`src/sps_pkg.sv`:
```
// sps_pkg: shared types and constants for the sparse parameter store.
// Beat structs, window map constants, command/status/config codes.
// No dependencies.
package sps_pkg;

    localparam int ADDR_W  = 14;
    localparam int BYTE_W  = 7;
    localparam int WDATA_W = 16;
    localparam int RDATA_W = 14;
    localparam int PADB_W  = 8;
    localparam int CFG_W   = 14;

    localparam logic [ADDR_W-1:0] ADDR_MAX          = 14'd16383;
    localparam logic [ADDR_W-1:0] DISCARD_LIMIT_RST = 14'd2326;

    localparam logic [ADDR_W-1:0] WIN0_HI  = 14'd106;
    localparam logic [ADDR_W-1:0] WIN1_LO  = 14'd192;
    localparam logic [ADDR_W-1:0] WIN1_HI  = 14'd1058;
    localparam logic [ADDR_W-1:0] WIN1_OFS = 14'd85;
    localparam logic [ADDR_W-1:0] WIN2_LO  = 14'd2064;
    localparam logic [ADDR_W-1:0] WIN2_HI  = 14'd2106;
    localparam logic [ADDR_W-1:0] WIN2_OFS = 14'd1090;
    localparam logic [ADDR_W-1:0] WIN3_LO  = 14'd2304;
    localparam logic [ADDR_W-1:0] WIN3_HI  = 14'd2326;
    localparam logic [ADDR_W-1:0] WIN3_OFS = 14'd1287;

    localparam logic [WDATA_W-1:0] VAL1_MAX = 16'd127;
    localparam logic [WDATA_W-1:0] VAL2_MAX = 16'd16383;

    localparam logic [1:0] CMD_VAL_RD = 2'd0;
    localparam logic [1:0] CMD_VAL_WR = 2'd1;
    localparam logic [1:0] CMD_RAW_RD = 2'd2;
    localparam logic [1:0] CMD_RAW_WR = 2'd3;

    localparam logic [1:0] ST_MAPPED = 2'd0;
    localparam logic [1:0] ST_PADDED = 2'd1;
    localparam logic [1:0] ST_ERROR  = 2'd2;

    localparam logic [1:0] CFG_PAD_VALUE     = 2'd0;
    localparam logic [1:0] CFG_PAD_BYTE      = 2'd1;
    localparam logic [1:0] CFG_DISCARD_LIMIT = 2'd2;

    typedef enum logic [1:0] {
        MEM_NONE,
        MEM_READ,
        MEM_WRITE
    } mem_op_t;

    typedef struct packed {
        logic [1:0]         command;
        logic [ADDR_W:0]    address;
        logic               width_two;
        logic [WDATA_W-1:0] wdata;
        logic               final_req;
    } sps_in_t;

    typedef struct packed {
        logic [RDATA_W-1:0] rdata;
        logic [1:0]         status;
        logic [1:0]         bytes_done;
        logic               last;
    } sps_out_t;

    typedef struct packed {
        mem_op_t            op;
        logic               two;
        logic [1:0]         status;
        logic [1:0]         done;
        logic [RDATA_W-1:0] rdata;
        logic [BYTE_W-1:0]  wb0;
        logic [BYTE_W-1:0]  wb1;
        logic               last;
    } sps_plan_t;

endpackage

```
`src/sps_addr_map.sv`:
```
// sps_addr_map: decodes one input beat into an access plan and a dense index.
// Window mapping, discard limit, range and value checks.
// Depends on sps_pkg.
module sps_addr_map
    import sps_pkg::*;
#(
    parameter int STORE_DEPTH = 1040,
    localparam int AW = $clog2(STORE_DEPTH)
)
(
    input  sps_in_t             in_beat,
    input  logic [ADDR_W-1:0]   discard_limit,
    input  logic [ADDR_W-1:0]   padding_value,
    input  logic [PADB_W-1:0]   padding_byte,
    output sps_plan_t           plan,
    output logic [AW-1:0]       idx
);

    function automatic logic [ADDR_W:0] map_addr(input logic [ADDR_W-1:0] a,
                                                 input logic [ADDR_W-1:0] lim);
        logic              ok;
        logic [ADDR_W-1:0] i;
        ok = 1'b1;
        i  = a;
        if (a <= WIN0_HI)
            i = a;
        else if (a < WIN1_LO)
            ok = 1'b0;
        else if (a <= WIN1_HI)
            i = a - WIN1_OFS;
        else if (a < WIN2_LO)
            ok = 1'b0;
        else if (a <= WIN2_HI)
            i = a - WIN2_OFS;
        else if (a < WIN3_LO)
            ok = 1'b0;
        else if (a <= WIN3_HI)
            i = a - WIN3_OFS;
        else
            ok = 1'b0;
        if (a > lim)
            ok = 1'b0;
        if (int'(i) >= STORE_DEPTH)
            ok = 1'b0;
        return {ok, i};
    endfunction

    logic [ADDR_W-1:0] a;
    logic [ADDR_W-1:0] a1;
    logic [ADDR_W:0]   ra;
    logic [ADDR_W:0]   rb;
    logic              ma;
    logic              mb;
    logic              raw;
    logic              val_bad;

    always_comb
    begin
        a   = in_beat.address[ADDR_W-1:0];
        a1  = a + 1'b1;
        ra  = map_addr(a, discard_limit);
        rb  = map_addr(a1, discard_limit);
        ma  = ra[ADDR_W];
        mb  = in_beat.width_two ? rb[ADDR_W] : ma;
        idx = ra[AW-1:0];
        raw = (in_beat.command == CMD_RAW_RD) || (in_beat.command == CMD_RAW_WR);

        val_bad = (in_beat.width_two && (a == ADDR_MAX))
               || ((in_beat.command == CMD_VAL_WR)
                   && (in_beat.wdata > (in_beat.width_two ? VAL2_MAX : VAL1_MAX)))
               || (ma != mb);

        plan.op     = MEM_NONE;
        plan.two    = 1'b0;
        plan.status = ST_ERROR;
        plan.done   = 2'd0;
        plan.rdata  = '0;
        plan.wb0    = in_beat.wdata[BYTE_W-1:0];
        plan.wb1    = in_beat.wdata[BYTE_W-1:0];
        plan.last   = in_beat.final_req;

        if (!in_beat.address[ADDR_W])
        begin
            if (raw)
            begin
                if (ma)
                begin
                    plan.status = ST_MAPPED;
                    plan.done   = 2'd1;
                    plan.op     = (in_beat.command == CMD_RAW_RD) ? MEM_READ : MEM_WRITE;
                end
                else
                begin
                    plan.status = ST_PADDED;
                    if (in_beat.command == CMD_RAW_RD)
                        plan.rdata = {{(RDATA_W-PADB_W){1'b0}}, padding_byte};
                end
            end
            else if (!val_bad)
            begin
                if (!ma)
                begin
                    plan.status = ST_PADDED;
                    if (in_beat.command == CMD_VAL_RD)
                        plan.rdata = padding_value;
                end
                else
                begin
                    plan.status = ST_MAPPED;
                    plan.op     = (in_beat.command == CMD_VAL_RD) ? MEM_READ : MEM_WRITE;
                    plan.two    = in_beat.width_two;
                    plan.done   = in_beat.width_two ? 2'd2 : 2'd1;
                    if (in_beat.width_two)
                        plan.wb0 = in_beat.wdata[2*BYTE_W-1:BYTE_W];
                end
            end
        end
    end

endmodule

```
`config.mk`:
```
export PLATFORM = sky130hd
export DESIGN_NAME = sps_addr_map
export DESIGN_NICKNAME = d
export VERILOG_FILES = /design/src/sps_pkg.sv /design/src/sps_addr_map.sv
export SDC_FILE = /design/constraint.sdc
export NUM_CORES = 1
export LEC_CHECK = 0
export BUFFER_PORTS_ARGS = -buffer_cell sky130_fd_sc_hd__clkbuf_2
export CAP_MARGIN = 20
export CORE_MARGIN = 10
export CORE_UTILIZATION = 35
export DETAILED_ROUTE_END_ITERATION = 7
export RECOVER_POWER = 100
export SYNTH_ARGS = -nofsm -noshare
export SYNTH_HDL_FRONTEND = slang
export SYNTH_SLANG_ARGS = --single-unit
```
`constraint.sdc`:
```
create_clock -name vclk -period 4.6
set_clock_uncertainty 0.2 [all_clocks]
set_input_delay 0 -clock vclk [all_inputs]
set_output_delay 0 -clock vclk [all_outputs]
set_load 0.02 [all_outputs]
```
==> flow_metrics.tcl, run 1 <==
set metrics [dict create \
    status "complete, no violations" \
    startpoint_type "input port" \
    syn_to_final_growth_pct 27.3 \
    die_h_um 120 \
    fmax_mhz 228 \
    dieArea_sq_um 14400 \
    min_period_ns 4.39 \
    port_buffers 116 \
    power_frac_comb_pct 100.0 \
    antenna_cells 0 \
    place_congestion 0.927 \
    p_seq_share_pct 0 \
    relSlewSlack_pct 63.4 \
    ys_seq_area_share_pct 0 \
    yosysMostFrequentCell "ha_1" \
    syn_inst 508 \
    setup_violations 0 \
    synth_top_area_share_pct 18.9 \
    syn_area_sq_um 3510 \
    avgSynthCellArea_sq_um 6.91 \
    synth_area_leader_cell "ha_1" \
    routedWlPerCell_um 18.5 \
    synthTopCellsByArea "ha_1 (19%), a21oi_1 (5.0%), o21ai_0 (3.8%), inv_1 (3.6%), xnor2_1 (3.5%)" \
    ir_worst_vdd_uv 33.6 \
    layout-drive-gt1-share_pct 28.2 \
    drv_slew 0 \
    p_leak_nw 2.05 \
    yosysUniqueCellTypes 75 \
    worst-setup-path-type "in2out" \
    hold_depth 2 \
    rsz0062_at_grt "no" \
    hpwl_um 11900 \
    nClkBuffers 0 \
    synth_common_cells "ha_1 (53), a21oi_1 (35), inv_1 (34)" \
    antenna_found_initial 0 \
    pwr-share-clk_pct 0 \
    first_global_vias 4494 \
    grt_usage_pct 17.8 \
    viasPerCell 5.94 \
    core_sq_um 9770 \
    synth_nets 632 \
    layout_worst_path_cycle_share_pct 95.5 \
    ios 118 \
    initial_core_util_pct 35.9 \
    drtAntennaViolNets 0 \
    hold_viol 0 \
    finalNetCount 761 \
    dr.pass1.iters 5 \
    dp.cells 763 \
    p_int_mw 0.156 \
    tns_ns 0 \
    grt_max_degree 21 \
    worst_slew_pin_slew_ns 0.535 \
    num_vias 4564 \
    min_from "in_beat[3]" \
    nFlopsAndLatches 0 \
    wl_um 14200 \
    overflow 0 \
    cp_max_fo 14 \
    drc 0 \
    grt_pass1_wl_um 22200 \
    area.sequential_sq_um 0 \
    endpoint_kind "primary output" \
    swShare_pct 61.5 \
    maxCapViolCount 0 \
    ys.warnings.count 0 \
    drtIter0Drc 264 \
    critical_path_arrival_ns 4.19 \
    power_density_nw_per_um2 91.0 \
    min_to "plan[3]" \
    stdcell_count 768 \
    switching_power_mw 0.250 \
    hold_class "in2out" \
    placementRows 36 \
    cp.required_ns 4.40 \
    die_w_um 120 \
]
-- logic make-up (layout without fill, tap and decap cells) --
group | Yosys count | in the layout | synth area share [%]
compound gates | 177 | 177 | 36.4
xor+xnor | 17 | 17 | 4.78
fa+ha+maj | 53 | 53 | 18.9
buf+inv | 71 | 198 | 8.98
mux | 8 | 8 | 2.53
simple gates | 182 | 182 | 28.4
-- what timing repair did --
| action | CTS | global route |
|---|---|---|
| endpoints found under the hold margin | 1 | 0 |
| gates resized for setup | 0 | 17 |
| setup buffers | 0 | 4 |
| endpoints found under the setup margin | 0 | 23 |
| hold buffers | 1 | 0 |
-- power by group through the flow --
stage          Combinational [mW]  Sequential [mW]  Clock (mW)
3_3_place_gp                0.392                0           0
3_5_place_dp                0.397                0           0
5_1_grt                     0.443                0           0
4_1_cts                     0.401                0           0
2_1_floorplan               0.251                0           0
6_report                    0.407                0           0
-- how the worst max path moves through the flow --
stage / from / endpoint / slack, ns / depth (start not counted)
6_report: in_beat[19] / plan[23] / 0.21 / 17
5_1_grt: in_beat[19] / plan[23] / 0.02 / 17
4_1_cts: in_beat[19] / plan[10] / 0.07 / 19
3_5_place_dp: in_beat[19] / plan[10] / 0.08 / 19
3_3_place_gp: in_beat[21] / plan[13] / 0.07 / 19
2_1_floorplan: in_beat[18] / plan[10] / 0.12 / 14
-- metrics by stage --
step / cell area [sq um] / hold slack [ns] / util (%) / setup slack (ns) / power, mW
global placement: 4390 / -0.200 / 44.9 / 0.0674 / 0.392
floorplan: 3510 / -0.111 / - / 0.122 / 0.251
detailed placement: 4390 / -0.200 / 44.9 / 0.0770 / 0.397
finish: 4470 / 0.0654 / 45.7 / 0.207 / 0.407
CTS: 4400 / 0.0523 / 45.0 / 0.0669 / 0.401
global route: 4470 / 0.0798 / 45.7 / 0.0246 / 0.443
-- placed cells by master, fill, tap and decap left out, types with 5 or more instances in the layout --
cell / n
clkbuf_2: 97
ha_1: 52
buf_4: 44
a21oi_1: 34
inv_1: 33
nand2_1: 31
nor2_1: 29
o21ai_0: 28
nand3_1: 19
nand4_1: 19
clkbuf_1: 19
a21o_1: 16
nor3_1: 15
xnor2_1: 13
a31oi_1: 11
or4_1: 8
a22o_1: 8
and2_1: 7
nor4_1: 7
mux2_2: 7
or3_1: 6
or2_2: 6
a2111oi_0: 6
nand2b_1: 6
a211oi_1: 6
o21a_1: 5
o22ai_1: 5
and3_1: 5
-- layer usage --
layer / GRT usage [%] / up-vias / share of wire [%]
met4: 5.13 / 0 / 2.5
met1: 22.1 / 2155 / 42
li1: - / 2207 / -
met5: 0 / - / 0
met3: 1.31 / 32 / 5.4
met2: 32.0 / 170 / 50
-- worst max-delay path: stages --
cell	delay, ns
clkbuf_2	0.17
ha_2	0.23
buf_4	0.15
nand4_1	0.23
clkbuf_4	0.23
o21ai_0	0.19
nand4_1	0.25
a2111o_1	0.47
a221o_1	0.36
a31oi_4	0.22
and4b_2	0.24
o31a_1	0.26
o2111ai_2	0.26
buf_4	0.16
and4_2	0.37
and2_1	0.16
clkbuf_1	0.23
-- cell type report --
cell class,instances,area (sq um)
fill,1046,5310
multi-input combinational,437,3260
timing repair buffer,163,916
tap,133,166
inverter,35,131
(Power assumes the default switching activity.)
==> run 2: changes to the inputs <==
--- a/config.mk
+++ b/config.mk
@@ -7,9 +7,12 @@
 export LEC_CHECK = 0
 export BUFFER_PORTS_ARGS = -buffer_cell sky130_fd_sc_hd__clkbuf_2
 export CAP_MARGIN = 20
+export CELL_PAD_IN_SITES_DETAIL_PLACEMENT = 1
+export CELL_PAD_IN_SITES_GLOBAL_PLACEMENT = 1
 export CORE_MARGIN = 10
 export CORE_UTILIZATION = 35
 export DETAILED_ROUTE_END_ITERATION = 7
+export PLACE_DENSITY_LB_ADDON = 0.1
 export RECOVER_POWER = 100
 export SYNTH_ARGS = -nofsm -noshare
 export SYNTH_HDL_FRONTEND = slang
==> flow_metrics.tcl, run 2 (synthesis gave the netlist of run 1 again) <==
set metrics [dict create \
    hold_depth 2 \
    layout.cells.most_common "clkbuf_2" \
    viasPerCell 5.96 \
    mostFrequentLayoutCells "clkbuf_2 (97), ha_1 (51), buf_4 (50)" \
    power_density_nw_per_um2 93.3 \
    tns_ns 0 \
    worst-setup-path-type "in2out" \
    maxCapViolCount 0 \
    fill_cells 1340 \
    setup_violations 0 \
    p_leak_nw 2.09 \
    fin_total_pwr_mw 0.421 \
    drc 0 \
    die_h_um 120 \
    worst_slew_pin_slew_ns 0.641 \
    grt_pass1_wl_um 25200 \
    grt_max_degree 21 \
    min_to "plan[3]" \
    relSlewSlack_pct 56.8 \
    fin_ws_ns 0.197 \
    num_vias 4602 \
    first_global_vias 4888 \
    status "complete, no violations" \
    dr.pass1.iters 4 \
    dp_slack_ns -0.179 \
    placementRows 36 \
    die_w_um 120 \
    drtAntennaViolNets 0 \
    nFlopsAndLatches 0 \
    drv_slew 0 \
    finalNetCount 765 \
    wl_um 16000 \
    syn_to_final_growth_pct 28.4 \
    dieArea_sq_um 14400 \
    hold_viol 0 \
    routedWlPerCell_um 20.7 \
    dp.cells 765 \
    ir_worst_vdd_uv 33.0 \
    cp.required_ns 4.40 \
    layout-drive-gt1-share_pct 29.1 \
    layout_worst_path_cycle_share_pct 95.7 \
    startpoint_type "input port" \
    antenna_cells 0 \
    critical_path_arrival_ns 4.20 \
    multiInputGateArea_sq_um 3270 \
    min_from "in_beat[3]" \
    grt_usage_pct 20.4 \
    stdcell_count 772 \
    hpwl_um 13300 \
    port_buffers 116 \
    area.sequential_sq_um 0 \
    min_period_ns 4.40 \
    fmax_mhz 227 \
    nClkBuffers 0 \
    hold_class "in2out" \
    overflow 0 \
    final_util_pct 46.1 \
    drtIter0Drc 242 \
    ios 118 \
    core_sq_um 9770 \
    place_congestion 0.937 \
    antenna_found_initial 0 \
    initial_core_util_pct 35.9 \
    cp_max_fo 7 \
    endpoint_kind "primary output" \
]
-- run 2: changes by cell type in the layout (fill, tap and decap cells not counted), moves of 2 or more --
cell / delta
o21ai_1: +2
clkbuf_1: -2
a2111oi_2: -2
and2_1: +3
inv_1: -2
a2111oi_0: +3
buf_2: +2
buf_4: +6
and2_0: -3
inv_2: +2
-- run 2: per-layer routing --
metal	up-vias	global-route usage (%)	wire, um
met5	-	0	0
met4	0	3.62	291
met3	26	2.44	795
met2	137	37.9	7990
met1	2231	24.8	6930
li1	2208	-	-
-- run 2: cell type report --
| cell class | count | share of cell area, % |
|---|---|---|
| inverters | 35 | 2.91 |
| well taps | 133 | 3.69 |
| repair buffers | 167 | 21.0 |
| multi-input cells | 437 | 72.4 |
-- run 2: repair_timing --
action | 4_1_cts | 5_1_grt
pin swaps | 0 | 10
buffers inserted | 2 | 4
hold buffers | 1 | 0
resized for setup | 2 | 18
hold endpoints to repair | 1 | 0
endpoints found under the setup margin | 11 | 23
-- run 2: how the worst max path moves through the flow --
stage | endpoint | cells after the start | slack (ns) | start
2_1_floorplan | plan[10] | 14 | 0.12 | in_beat[18]
3_3_place_gp | plan[14] | 19 | -0.1 | in_beat[19]
3_5_place_dp | plan[9] | 19 | -0.18 | in_beat[19]
4_1_cts | plan[9] | 19 | 0.002 | in_beat[19]
5_1_grt | plan[8] | 19 | -0.06 | in_beat[19]
6_report | plan[9] | 20 | 0.20 | in_beat[19]
-- run 2: report_power, final --
part,switching (mW),internal (mW)
combinational,0.259,0.162
clock,0,0
sequential,0,0
total,0.259,0.162
-- run 2: metrics by stage --
step	instance area [sq um]	hold slack, ns
floorplan	3510	-0.111
global placement	4410	-0.199
detailed placement	4410	-0.199
CTS	4440	0.0523
global route	4510	0.0753
finish	4510	0.0637
-- run 2: worst max-delay path: stages --
cell and delay [ns]:
clkbuf_2 0.15, ha_2 0.21, buf_4 0.14, nand4_1 0.10, buf_4 0.19, or3_1 0.30, and2_1 0.19, inv_2 0.12
ha_1 0.27, a21o_1 0.17, a21oi_1 0.20, o21ai_0 0.14, o22ai_1 0.30, and3_1 0.24, o211a_1 0.23, o2111ai_4 0.18
a2111oi_4 0.36, buf_4 0.19, mux2_2 0.34, clkbuf_2 0.17
